## src/rtl/ng_pkg.sv

```systemverilog
// Shared constants, config types and codes for the noise gate with input trim.
`default_nettype none
package ng_pkg;

  // gains, coefficients and thresholds are all 24-bit words
  localparam int unsigned GAIN_W     = 24;
  // multiplier digit size and the number of digits in a 24-bit operand
  localparam int unsigned DIGIT_W    = 4;
  localparam int unsigned NUM_DIGITS = GAIN_W / DIGIT_W;
  localparam int unsigned DCNT_W     = $clog2(NUM_DIGITS + 1);

  localparam logic [GAIN_W-1:0] ONE_Q23 = 24'd8388608;
  localparam logic [GAIN_W-1:0] ONE_Q20 = 24'd1048576;
  localparam logic [GAIN_W-1:0] EPS_Q20 = 24'd105;
  // 0.01 in Q0.24; the 0.99 weight is one minus this
  localparam logic [GAIN_W-1:0] MOVE_W  = 24'd167772;

  localparam logic [GAIN_W-1:0] THRESHOLD_RST = 24'd838;
  localparam logic [GAIN_W-1:0] RELEASE_RST   = 24'd5800;
  localparam logic [GAIN_W-1:0] TARGET_RST    = ONE_Q20;

  localparam int unsigned CFG_IDX_W = 2;

  typedef enum logic [CFG_IDX_W-1:0] {
    CFG_GATE_ENABLE    = 2'd0,
    CFG_GATE_THRESHOLD = 2'd1,
    CFG_RELEASE_COEFF  = 2'd2,
    CFG_TARGET_GAIN    = 2'd3
  } cfg_idx_e;

  typedef struct packed {
    logic              gate_enable;
    logic [GAIN_W-1:0] gate_threshold_level;
    logic [GAIN_W-1:0] release_coeff;
    logic [GAIN_W-1:0] target_gain;
  } cfg_t;

endpackage
`default_nettype wire

```

## src/rtl/ng_intf.sv

```systemverilog
// Handshake interfaces: sample input, sample output and config write channel.
`default_nettype none
interface ng_in_if #(parameter int unsigned SAMPLE_WIDTH = 24) ();
  logic                           valid;
  logic                           ready;
  logic signed [SAMPLE_WIDTH-1:0] sample_in;

  modport source (output valid, output sample_in, input ready);
  modport sink   (input valid, input sample_in, output ready);
endinterface

interface ng_out_if #(parameter int unsigned SAMPLE_WIDTH = 24) ();
  logic                           valid;
  logic                           ready;
  logic signed [SAMPLE_WIDTH-1:0] sample_out;

  modport source (output valid, output sample_out, input ready);
  modport sink   (input valid, input sample_out, output ready);
endinterface

interface ng_cfg_if ();
  import ng_pkg::*;
  logic                 valid;
  logic                 ready;
  logic [CFG_IDX_W-1:0] addr;
  logic [GAIN_W-1:0]    data;

  modport source (output valid, output addr, output data, input ready);
  modport sink   (input valid, input addr, input data, output ready);
endinterface
`default_nettype wire

```

## src/rtl/ng_cfg_regs.sv

```systemverilog
// Configuration register file written through the config channel.
`default_nettype none
module ng_cfg_regs (
  input  logic         clk_i,
  input  logic         rst_ni,
  ng_cfg_if.sink       cfg_i,
  output ng_pkg::cfg_t cfg_o
);
  import ng_pkg::*;

  cfg_t cfg_q;

  assign cfg_i.ready = 1'b1;
  assign cfg_o       = cfg_q;

  always_ff @(posedge clk_i or negedge rst_ni) begin
    if (!rst_ni) begin
      cfg_q.gate_enable          <= 1'b0;
      cfg_q.gate_threshold_level <= THRESHOLD_RST;
      cfg_q.release_coeff        <= RELEASE_RST;
      cfg_q.target_gain          <= TARGET_RST;
    end else if (cfg_i.valid) begin
      case (cfg_idx_e'(cfg_i.addr))
        CFG_GATE_ENABLE:    cfg_q.gate_enable          <= cfg_i.data[0];
        CFG_GATE_THRESHOLD: cfg_q.gate_threshold_level <= cfg_i.data;
        CFG_RELEASE_COEFF:  cfg_q.release_coeff        <= cfg_i.data;
        CFG_TARGET_GAIN:    cfg_q.target_gain          <= cfg_i.data;
        default: ;
      endcase
    end
  end

endmodule
`default_nettype wire

```

## src/rtl/ng_serial_mult.sv

```systemverilog
// Digit-serial unsigned multiplier: AW x 24 bits, one 4-bit digit of b per cycle.
`default_nettype none
module ng_serial_mult #(
  parameter int unsigned AW = 24
) (
  input  logic                            clk_i,
  input  logic                            rst_ni,
  input  logic                            start_i,
  input  logic [AW-1:0]                   a_i,
  input  logic [ng_pkg::GAIN_W-1:0]       b_i,
  output logic                            done_o,
  output logic [AW+ng_pkg::GAIN_W-1:0]    prod_o
);
  import ng_pkg::*;

  localparam int unsigned PW = AW + GAIN_W;

  logic [AW-1:0]         a_q;
  logic [GAIN_W-1:0]     b_q;
  logic [PW-1:0]         acc_q;
  logic [DCNT_W-1:0]     cnt_q;
  logic                  busy_q;
  logic                  done_q;
  logic [AW+DIGIT_W-1:0] pp;
  logic [PW-1:0]         acc_d;

  // low digit first: accumulator shifts right one digit as each new
  // partial product enters at the top
  assign pp    = a_q * b_q[DIGIT_W-1:0];
  assign acc_d = (acc_q >> DIGIT_W) + {pp, {(GAIN_W - DIGIT_W){1'b0}}};

  always_ff @(posedge clk_i or negedge rst_ni) begin
    if (!rst_ni) begin
      busy_q <= 1'b0;
      done_q <= 1'b0;
      cnt_q  <= '0;
      a_q    <= '0;
      b_q    <= '0;
      acc_q  <= '0;
    end else begin
      done_q <= 1'b0;
      if (start_i) begin
        a_q    <= a_i;
        b_q    <= b_i;
        acc_q  <= '0;
        cnt_q  <= DCNT_W'(NUM_DIGITS);
        busy_q <= 1'b1;
      end else if (busy_q) begin
        acc_q <= acc_d;
        b_q   <= b_q >> DIGIT_W;
        cnt_q <= cnt_q - 1'b1;
        if (cnt_q == DCNT_W'(1)) begin
          busy_q <= 1'b0;
          done_q <= 1'b1;
        end
      end
    end
  end

  assign done_o = done_q;
  assign prod_o = acc_q;

endmodule
`default_nettype wire

```

## src/rtl/noise_gate_with_input_trim.sv

```systemverilog
// Noise gate with peak detector, gate gain release and smoothed input trim.
// A new sample is accepted only in idle, once the last result has gone into the output
// register. Five products per item run on one shared 4-bit digit-serial multiplier.
// A result waiting at the output holds the sequencer until it is taken.
// Reset (async, active low): registers to defaults, peak 0, gate gain and trim gain 1.
`default_nettype none
module noise_gate_with_input_trim #(
  parameter int unsigned SAMPLE_WIDTH = 24
) (
  input  logic      clk_i,
  input  logic      rst_ni,
  ng_in_if.sink     in_i,
  ng_out_if.source  out_o,
  ng_cfg_if.sink    cfg_i
);
  import ng_pkg::*;

  localparam int unsigned MW        = (SAMPLE_WIDTH > GAIN_W) ? SAMPLE_WIDTH : GAIN_W;
  localparam int unsigned PW        = MW + GAIN_W;
  localparam int unsigned RW        = PW - 19;
  localparam int unsigned ALIGN_SHR = (SAMPLE_WIDTH >= GAIN_W) ? SAMPLE_WIDTH - GAIN_W : 0;
  localparam int unsigned ALIGN_SHL = (SAMPLE_WIDTH < GAIN_W) ? GAIN_W - SAMPLE_WIDTH : 0;

  localparam logic [PW:0]   RND_23   = (PW+1)'(1) << 23;
  localparam logic [PW:0]   RND_23M1 = RND_23 - 1'b1;
  localparam logic [PW:0]   RND_22   = (PW+1)'(1) << 22;
  localparam logic [PW:0]   RND_19   = (PW+1)'(1) << 19;
  localparam logic [RW-1:0] POS_LIM  = (RW'(1) << (SAMPLE_WIDTH - 1)) - 1'b1;
  localparam logic [RW-1:0] NEG_LIM  = RW'(1) << (SAMPLE_WIDTH - 1);

  typedef enum logic [3:0] {
    S_IDLE,
    S_PEAK,
    S_PEAK_W,
    S_GATE,
    S_GATE_W,
    S_GATED,
    S_GATED_W,
    S_TRIM,
    S_TRIM_W,
    S_RES,
    S_RES_W,
    S_OUT
  } state_e;

  cfg_t cfg;

  ng_cfg_regs u_cfg (
    .clk_i  (clk_i),
    .rst_ni (rst_ni),
    .cfg_i  (cfg_i),
    .cfg_o  (cfg)
  );

  logic              mul_start;
  logic [MW-1:0]     mul_a;
  logic [GAIN_W-1:0] mul_b;
  logic              mul_done;
  logic [PW-1:0]     prod;

  ng_serial_mult #(.AW(MW)) u_mult (
    .clk_i   (clk_i),
    .rst_ni  (rst_ni),
    .start_i (mul_start),
    .a_i     (mul_a),
    .b_i     (mul_b),
    .done_o  (mul_done),
    .prod_o  (prod)
  );

  state_e                  state_q;
  logic [MW-1:0]           mag_q;
  logic                    neg_q;
  logic [GAIN_W-1:0]       level_q;
  logic [GAIN_W-1:0]       peak_q;
  logic [GAIN_W-1:0]       gate_q;
  logic [GAIN_W-1:0]       trim_q;
  logic [MW-1:0]           gated_q;
  logic [SAMPLE_WIDTH-1:0] res_q;
  logic                    out_valid_q;
  logic [SAMPLE_WIDTH-1:0] out_data_q;

  // input magnitude and detector level
  logic [SAMPLE_WIDTH-1:0] raw;
  logic                    in_neg;
  logic [SAMPLE_WIDTH-1:0] in_mag;
  logic [GAIN_W-1:0]       in_level;

  assign raw      = in_i.sample_in;
  assign in_neg   = raw[SAMPLE_WIDTH-1];
  assign in_mag   = in_neg ? (~raw + 1'b1) : raw;
  assign in_level = GAIN_W'((MW'(in_mag) >> ALIGN_SHR) << ALIGN_SHL);

  // operands derived from registers that stay put while a product runs
  logic              peak_rise;
  logic [GAIN_W-1:0] peak_diff;
  logic [GAIN_W-1:0] gate_target;
  logic              gate_rise;
  logic [GAIN_W-1:0] gate_diff;
  logic              trim_up;
  logic [GAIN_W-1:0] trim_diff;

  assign peak_rise   = level_q > peak_q;
  assign peak_diff   = peak_rise ? '0 : peak_q - level_q;
  assign gate_target = (peak_q > cfg.gate_threshold_level) ? ONE_Q23 : '0;
  assign gate_rise   = gate_target > gate_q;
  assign gate_diff   = gate_rise ? '0 : gate_q - gate_target;
  assign trim_up     = cfg.target_gain > trim_q;
  assign trim_diff   = trim_up ? cfg.target_gain - trim_q : trim_q - cfg.target_gain;

  // rounding of the finished product
  logic [PW:0]             sum_dec;
  logic [PW:0]             sum_trim;
  logic [PW:0]             sum_gated;
  logic [PW:0]             sum_res;
  logic [GAIN_W-1:0]       dec_step;
  logic [GAIN_W-1:0]       trim_step;
  logic [RW-1:0]           res_wide;
  logic [RW-1:0]           res_sat;
  logic [SAMPLE_WIDTH-1:0] res_mag;
  logic [SAMPLE_WIDTH-1:0] res_val;

  assign sum_dec   = {1'b0, prod} + RND_23;
  // toward a lower target the step rounds half down, so the blend rounds half up
  assign sum_trim  = {1'b0, prod} + (trim_up ? RND_23 : RND_23M1);
  assign sum_gated = {1'b0, prod} + RND_22;
  assign sum_res   = {1'b0, prod} + RND_19;
  assign dec_step  = sum_dec[2*GAIN_W-1:GAIN_W];
  assign trim_step = sum_trim[2*GAIN_W-1:GAIN_W];
  assign res_wide  = sum_res[PW:20];

  always_comb begin
    if (neg_q) begin
      res_sat = (res_wide > NEG_LIM) ? NEG_LIM : res_wide;
    end else begin
      res_sat = (res_wide > POS_LIM) ? POS_LIM : res_wide;
    end
    res_mag = res_sat[SAMPLE_WIDTH-1:0];
    res_val = neg_q ? (~res_mag + 1'b1) : res_mag;
  end

  always_comb begin
    mul_start = 1'b0;
    mul_a     = '0;
    mul_b     = '0;
    case (state_q)
      S_PEAK: begin
        mul_start = 1'b1;
        mul_a     = MW'(peak_diff);
        mul_b     = cfg.release_coeff;
      end
      S_GATE: begin
        mul_start = 1'b1;
        mul_a     = MW'(gate_diff);
        mul_b     = cfg.release_coeff;
      end
      S_GATED: begin
        mul_start = 1'b1;
        mul_a     = mag_q;
        mul_b     = gate_q;
      end
      S_TRIM: begin
        mul_start = 1'b1;
        mul_a     = MW'(trim_diff);
        mul_b     = MOVE_W;
      end
      S_RES: begin
        mul_start = 1'b1;
        mul_a     = gated_q;
        mul_b     = trim_q;
      end
      default: ;
    endcase
  end

  assign in_i.ready       = (state_q == S_IDLE);
  assign out_o.valid      = out_valid_q;
  assign out_o.sample_out = out_data_q;

  always_ff @(posedge clk_i or negedge rst_ni) begin
    if (!rst_ni) begin
      state_q     <= S_IDLE;
      mag_q       <= '0;
      neg_q       <= 1'b0;
      level_q     <= '0;
      peak_q      <= '0;
      gate_q      <= ONE_Q23;
      trim_q      <= ONE_Q20;
      gated_q     <= '0;
      res_q       <= '0;
      out_valid_q <= 1'b0;
      out_data_q  <= '0;
    end else begin
      // in S_OUT the output register is reloaded below
      if (out_valid_q && out_o.ready && state_q != S_OUT) begin
        out_valid_q <= 1'b0;
      end
      case (state_q)
        S_IDLE: begin
          if (in_i.valid) begin
            mag_q   <= MW'(in_mag);
            neg_q   <= in_neg;
            level_q <= in_level;
            state_q <= S_PEAK;
          end
        end
        S_PEAK:  state_q <= S_PEAK_W;
        S_PEAK_W: begin
          if (mul_done) begin
            if (!cfg.gate_enable) begin
              peak_q <= '0;
            end else if (peak_rise) begin
              peak_q <= level_q;
            end else begin
              peak_q <= peak_q - dec_step;
            end
            state_q <= S_GATE;
          end
        end
        S_GATE:  state_q <= S_GATE_W;
        S_GATE_W: begin
          if (mul_done) begin
            if (!cfg.gate_enable) begin
              gate_q <= ONE_Q23;
            end else if (gate_rise) begin
              gate_q <= gate_target;
            end else begin
              gate_q <= gate_q - dec_step;
            end
            state_q <= S_GATED;
          end
        end
        S_GATED: state_q <= S_GATED_W;
        S_GATED_W: begin
          if (mul_done) begin
            gated_q <= cfg.gate_enable ? sum_gated[23 +: MW] : mag_q;
            state_q <= S_TRIM;
          end
        end
        S_TRIM:  state_q <= S_TRIM_W;
        S_TRIM_W: begin
          if (mul_done) begin
            if (trim_diff <= EPS_Q20) begin
              trim_q <= cfg.target_gain;
            end else if (trim_up) begin
              trim_q <= trim_q + trim_step;
            end else begin
              trim_q <= trim_q - trim_step;
            end
            state_q <= S_RES;
          end
        end
        S_RES:   state_q <= S_RES_W;
        S_RES_W: begin
          if (mul_done) begin
            res_q   <= res_val;
            state_q <= S_OUT;
          end
        end
        S_OUT: begin
          if (!out_valid_q || out_o.ready) begin
            out_data_q  <= res_q;
            out_valid_q <= 1'b1;
            state_q     <= S_IDLE;
          end
        end
        default: state_q <= S_IDLE;
      endcase
    end
  end

endmodule
`default_nettype wire

```

## src/flat_wrapper.sv

```systemverilog
// flat-port wrapper written by rule: the top's interface ports become plain ports
module noise_gate_with_input_trim_flat import ng_pkg::*;
#(
  parameter int unsigned SAMPLE_WIDTH = 24
)
  (clk_i, rst_ni, in_i_valid, in_i_sample_in, in_i_ready, out_o_valid, out_o_sample_out, out_o_ready, cfg_i_valid, cfg_i_addr, cfg_i_data, cfg_i_ready);
  ng_in_if #(.SAMPLE_WIDTH(SAMPLE_WIDTH)) in_i_i ();
  ng_out_if #(.SAMPLE_WIDTH(SAMPLE_WIDTH)) out_o_i ();
  ng_cfg_if cfg_i_i ();
  input  logic clk_i;
  input  logic rst_ni;
  input wire logic [$bits(in_i_i.valid)-1:0] in_i_valid;
  input wire logic [$bits(in_i_i.sample_in)-1:0] in_i_sample_in;
  output wire logic [$bits(in_i_i.ready)-1:0] in_i_ready;
  output wire logic [$bits(out_o_i.valid)-1:0] out_o_valid;
  output wire logic [$bits(out_o_i.sample_out)-1:0] out_o_sample_out;
  input wire logic [$bits(out_o_i.ready)-1:0] out_o_ready;
  input wire logic [$bits(cfg_i_i.valid)-1:0] cfg_i_valid;
  input wire logic [$bits(cfg_i_i.addr)-1:0] cfg_i_addr;
  input wire logic [$bits(cfg_i_i.data)-1:0] cfg_i_data;
  output wire logic [$bits(cfg_i_i.ready)-1:0] cfg_i_ready;
  assign in_i_i.valid = in_i_valid;
  assign in_i_i.sample_in = in_i_sample_in;
  assign in_i_ready = in_i_i.ready;
  assign out_o_valid = out_o_i.valid;
  assign out_o_sample_out = out_o_i.sample_out;
  assign out_o_i.ready = out_o_ready;
  assign cfg_i_i.valid = cfg_i_valid;
  assign cfg_i_i.addr = cfg_i_addr;
  assign cfg_i_i.data = cfg_i_data;
  assign cfg_i_ready = cfg_i_i.ready;
  noise_gate_with_input_trim #(.SAMPLE_WIDTH(SAMPLE_WIDTH)) u_core (.clk_i(clk_i), .rst_ni(rst_ni), .in_i(in_i_i), .out_o(out_o_i), .cfg_i(cfg_i_i));
endmodule
```

## config.mk

```make
export PLATFORM = sky130hd
export DESIGN_NAME = noise_gate_with_input_trim_flat
export DESIGN_NICKNAME = d
export VERILOG_FILES = /design/src/rtl/ng_pkg.sv /design/src/rtl/ng_intf.sv /design/src/rtl/ng_cfg_regs.sv /design/src/rtl/ng_serial_mult.sv /design/src/rtl/noise_gate_with_input_trim.sv /design/src/flat_wrapper.sv
export SDC_FILE = /design/constraint.sdc
export NUM_CORES = 1
export LEC_CHECK = 0
export BUFFER_PORTS_ARGS = -buffer_cell sky130_fd_sc_hd__buf_2
export CORE_ASPECT_RATIO = 0.5
export CORE_MARGIN = 3
export CORE_UTILIZATION = 45
export CTS_CLUSTER_DIAMETER = 40
export DETAILED_ROUTE_END_ITERATION = 10
export PLACE_DENSITY = 0.63
export SLEW_MARGIN = 20
export SYNTH_ARGS = -nofsm -noshare
export SYNTH_HDL_FRONTEND = slang
export SYNTH_SLANG_ARGS = --single-unit
```

## constraint.sdc

```tcl
create_clock -name clk_i -period 17.8 [get_ports clk_i]
set_input_delay 3.56 -clock clk_i [delete_from_list [all_inputs] [get_ports clk_i]]
set_output_delay 3.56 -clock clk_i [all_outputs]
set_load 0.01 [all_outputs]
```

==> impl_metrics.sql <==
INSERT INTO impl_metrics (metric_group, metric, value, unit) VALUES
('status', 'status', 'complete, no violations', ''),
('final_layout', 'multi_input_area', '0.0203', 'mm2'),
('synth', 'post_synth_inst_count', '3614', ''),
('place', 'io_buffers', '80', ''),
('setup_path', 'required', '18.31', 'ns'),
('setup_path', 'worstSetupStartpoint', 'u_core.trim_q[20]', ''),
('synth', 'synth_top_area_cell', 'dfrtp_1', ''),
('timing', 'report.final.setup_viol', '0', ''),
('place', 'placed_cells_incl_taps', '4452', ''),
('place', 'placedInstanceArea', '0.0317', 'mm2'),
('routing', 'drc_errors', '0', ''),
('grt', 'first_global_vias', '26100', ''),
('synth', 'syn-cell-area', '0.0305', 'mm2'),
('final_layout', 'design.final.nets', '3973', ''),
('routing', 'detail_route.iter0.violations', '3314', ''),
('synth', 'postSynth.asyncResetShare', '1.00', ''),
('grt', 'pin_count_of_the_biggest_net_entering_global_routing', '165', ''),
('place', 'routabilityCongestion', '1.04', ''),
('timing', 'timing.final.crit_period', '10.41', 'ns'),
('clock_network', 'hold_buffers', '0', ''),
('setup_path', 'crit_slowest_cell', 'a21oi_1', ''),
('final_layout', 'seq_area', '0.00873', 'mm2'),
('timing', 'post-route-worst-setup-slack', '7.39', 'ns'),
('synth', 'synth_area_per_cell', '8.44', 'um2'),
('timing', 'worst_slew_margin_rel', '0.181', ''),
('setup_path', 'worst_setup_path_start_kind', 'flip-flop', ''),
('timing', 'timing_max_transition_violations_final', '0', ''),
('clock_network', 'cts-buffers-inserted', '45', ''),
('synth', 'synth_edf_count', '0', ''),
('place', 'post-dp-hpwl', '87400', 'um'),
('grt', 'overflow', '0', ''),
('timing', 'fin_worst_skew', '0.0260', 'ns'),
('synth', 'cell_with_the_most_instances_after_synthesis', 'nand2_1', ''),
('setup_path', 'critPathKind', 'flip-flop to flip-flop', ''),
('routing', 'avgViaCountPerCell', '6.19', ''),
('clock_network', 'ctsLongestPathBuffers', '3', ''),
('clock_network', 'root_buffer', 'clkbuf_16', ''),
('timing', 'tightestPinTransition', '1.23', 'ns'),
('synth', 'postSynthNetCount', '3971', ''),
('setup_path', 'timing.critical_path.to_type', 'flip-flop', ''),
('clock_network', 'post_cts.resized_instances', '0', ''),
('timing', 'fin_crit_sh', '0.585', ''),
('power_and_ir_drop', 'power_density', '214', 'mW/mm2'),
('timing', 'whs', '0.478', 'ns'),
('timing', 'fmax', '96.1', 'MHz'),
('clock_network', 'clock-sinks', '348', ''),
('setup_path', 'max_stage_delay', '0.93', 'ns'),
('hold_path', 'min_path_type', 'flip-flop to flip-flop', ''),
('synth', 'yosys_warnings', '0', ''),
('floorplan', 'std_cell_rows', '66', ''),
('clock_network', 'cts_htree_levels', '2', ''),
('hold_path', 'timing.hold.worst.start', 'u_core.res_q[3]', ''),
('setup_path', 'rr_startpoint', 'u_core.trim_q[20]', ''),
('synth', 'synth.top_cells.by_area', 'dfrtp_1 27%, ha_1 10%, nand2_1 5.1%', ''),
('floorplan', 'total_core_area', '0.0660', 'mm2'),
('synth', 'synth.top_cells.by_count', '417 x nand2_1, 334 x dfrtp_1, 293 x o21ai_0', ''),
('routing', 'totalWireLength', '113000', 'um'),
('run', 'max-cap-violations', '0', ''),
('power_and_ir_drop', 'report.power.total', '7.15', 'mW'),
('routing', 'final_antenna_net_count', '0', ''),
('floorplan', 'design.die.area', '0.0711', 'mm2'),
('synth', 'yosysTopAreaCellShare', '0.274', ''),
('power_and_ir_drop', 'ir_worst_vdd', '0.0000934', 'V'),
('clock_network', 'clk_transition_reported_paths', '0.06', 'ns'),
('synth', 'ys_seq_area_frac', '0.286', ''),
('final_layout', 'nFillCells', '6350', ''),
('floorplan', 'initial_core_util', '0.462', ''),
('power_and_ir_drop', 'power.static_leakage', '15.5', 'nW'),
('grt', 'track_usage', '0.313', ''),
('setup_path', 'critPathMaxFanout', '62', ''),
('routing', 'firstDrtPassIters', '7', '');
-- sequential cells by signal, summed over array words and instances, names as in the netlist --
signal	count
u_core.gate_q	24
u_core.gated_q	24
u_core.mag_q	24
u_core.neg_q	1
u_core.out_o.sample_out	24
u_core.out_o.valid	1
u_core.peak_q	24
u_core.res_q	24
u_core.state_q	4
u_core.trim_q	24
u_core.u_cfg.cfg_o	73
u_core.u_mult.a_q	24
u_core.u_mult.b_q	24
u_core.u_mult.busy_q	1
u_core.u_mult.cnt_q	3
u_core.u_mult.done_o	1
u_core.u_mult.prod_o	48
-- power by group --
part | switching [mW] | internal (mW) | total, mW
combinational | 2.75 | 1.82 | 4.58
clock | 0.418 | 0.576 | 0.994
sequential | 0.524 | 1.05 | 1.58
total | 3.70 | 3.45 | 7.15
-- critical path: cells and delay by family (launching register included) --
family	cells	cell delay, ns
simple gates	6	1.27
xor+xnor	2	0.46
buf+inv	2	0.80
flops	1	0.58
fa+ha+maj	4	1.21
mux	1	0.21
compound gates	17	5.70
-- cells by family after synthesis --
family | count (synthesis) | share of synthesized area
XOR/XNOR | 253 | 0.0727
buffers and inverters | 385 | 0.0490
multiplexers | 203 | 0.0710
adder cells (fa/ha/maj) | 302 | 0.137
flip-flops | 348 | 0.286
AO/OA/AOI/OAI | 946 | 0.202
other | 1 | 0.000123
AND/OR/NAND/NOR | 1176 | 0.183
-- cell usage in the layout (no fill, tap or decap), drive strengths merged, types with 18 or more instances in the layout --
| cell type | netlist | final |
|---|---|---|
| o21ai | 297 | 297 |
| mux2i | 100 | 100 |
| nand2 | 417 | 417 |
| a211oi | 18 | 18 |
| a22oi | 19 | 19 |
| dfrtp | 334 | 334 |
| buf | 41 | 123 |
| nand2b | 34 | 34 |
| nand3 | 82 | 82 |
| inv | 216 | 230 |
| fa | 51 | 51 |
| a221oi | 46 | 46 |
| xor2 | 104 | 104 |
| o31ai | 32 | 32 |
| or2 | 24 | 24 |
| clkbuf | 127 | 56 |
| a31oi | 23 | 23 |
| and2 | 63 | 63 |
| a21o | 57 | 57 |
| mux2 | 103 | 103 |
| xnor2 | 149 | 149 |
| and3 | 26 | 26 |
| a21oi | 207 | 207 |
| nand4 | 31 | 31 |
| nor4 | 19 | 19 |
| ha | 251 | 251 |
| nor2b | 37 | 37 |
| nor2 | 278 | 278 |
| o211ai | 39 | 39 |
| o21a | 36 | 36 |
| or3 | 30 | 30 |
| nor3 | 72 | 72 |
| and4 | 21 | 21 |
-- path summary, 6_finish.rpt --
kind,end,slack [ns],cells past startpoint
max,u_core.trim_q[23],7.39,32
min,u_core.res_q[3],0.48,2
max reg2reg,u_core.trim_q[23],7.39,32
min reg2reg,u_core.res_q[3],0.48,2
max in group asynchronous,u_core.out_o.sample_out[14],13.20,2
min in group asynchronous,u_core.u_cfg.cfg_o[41],3.03,1
-- layer usage --
layer,track usage,routed length [um]
met5,0.00674,71
met4,0.0768,2810
met3,0.0706,11200
met2,0.444,45300
met1,0.474,53900
-- cell type report --
| cell class | instances | share of cell area |
|---|---|---|
| clock inverters | 27 | 0.00935 |
| repair buffers | 123 | 0.0230 |
| multi-input cells | 2881 | 0.610 |
| well taps | 884 | 0.0332 |
| clock buffers | 56 | 0.0381 |
| flip-flops and latches | 348 | 0.262 |
| inverters | 217 | 0.0244 |
| diodes | 4 | 0.000300 |
Note: power is estimated with default switching activity, not from simulation.
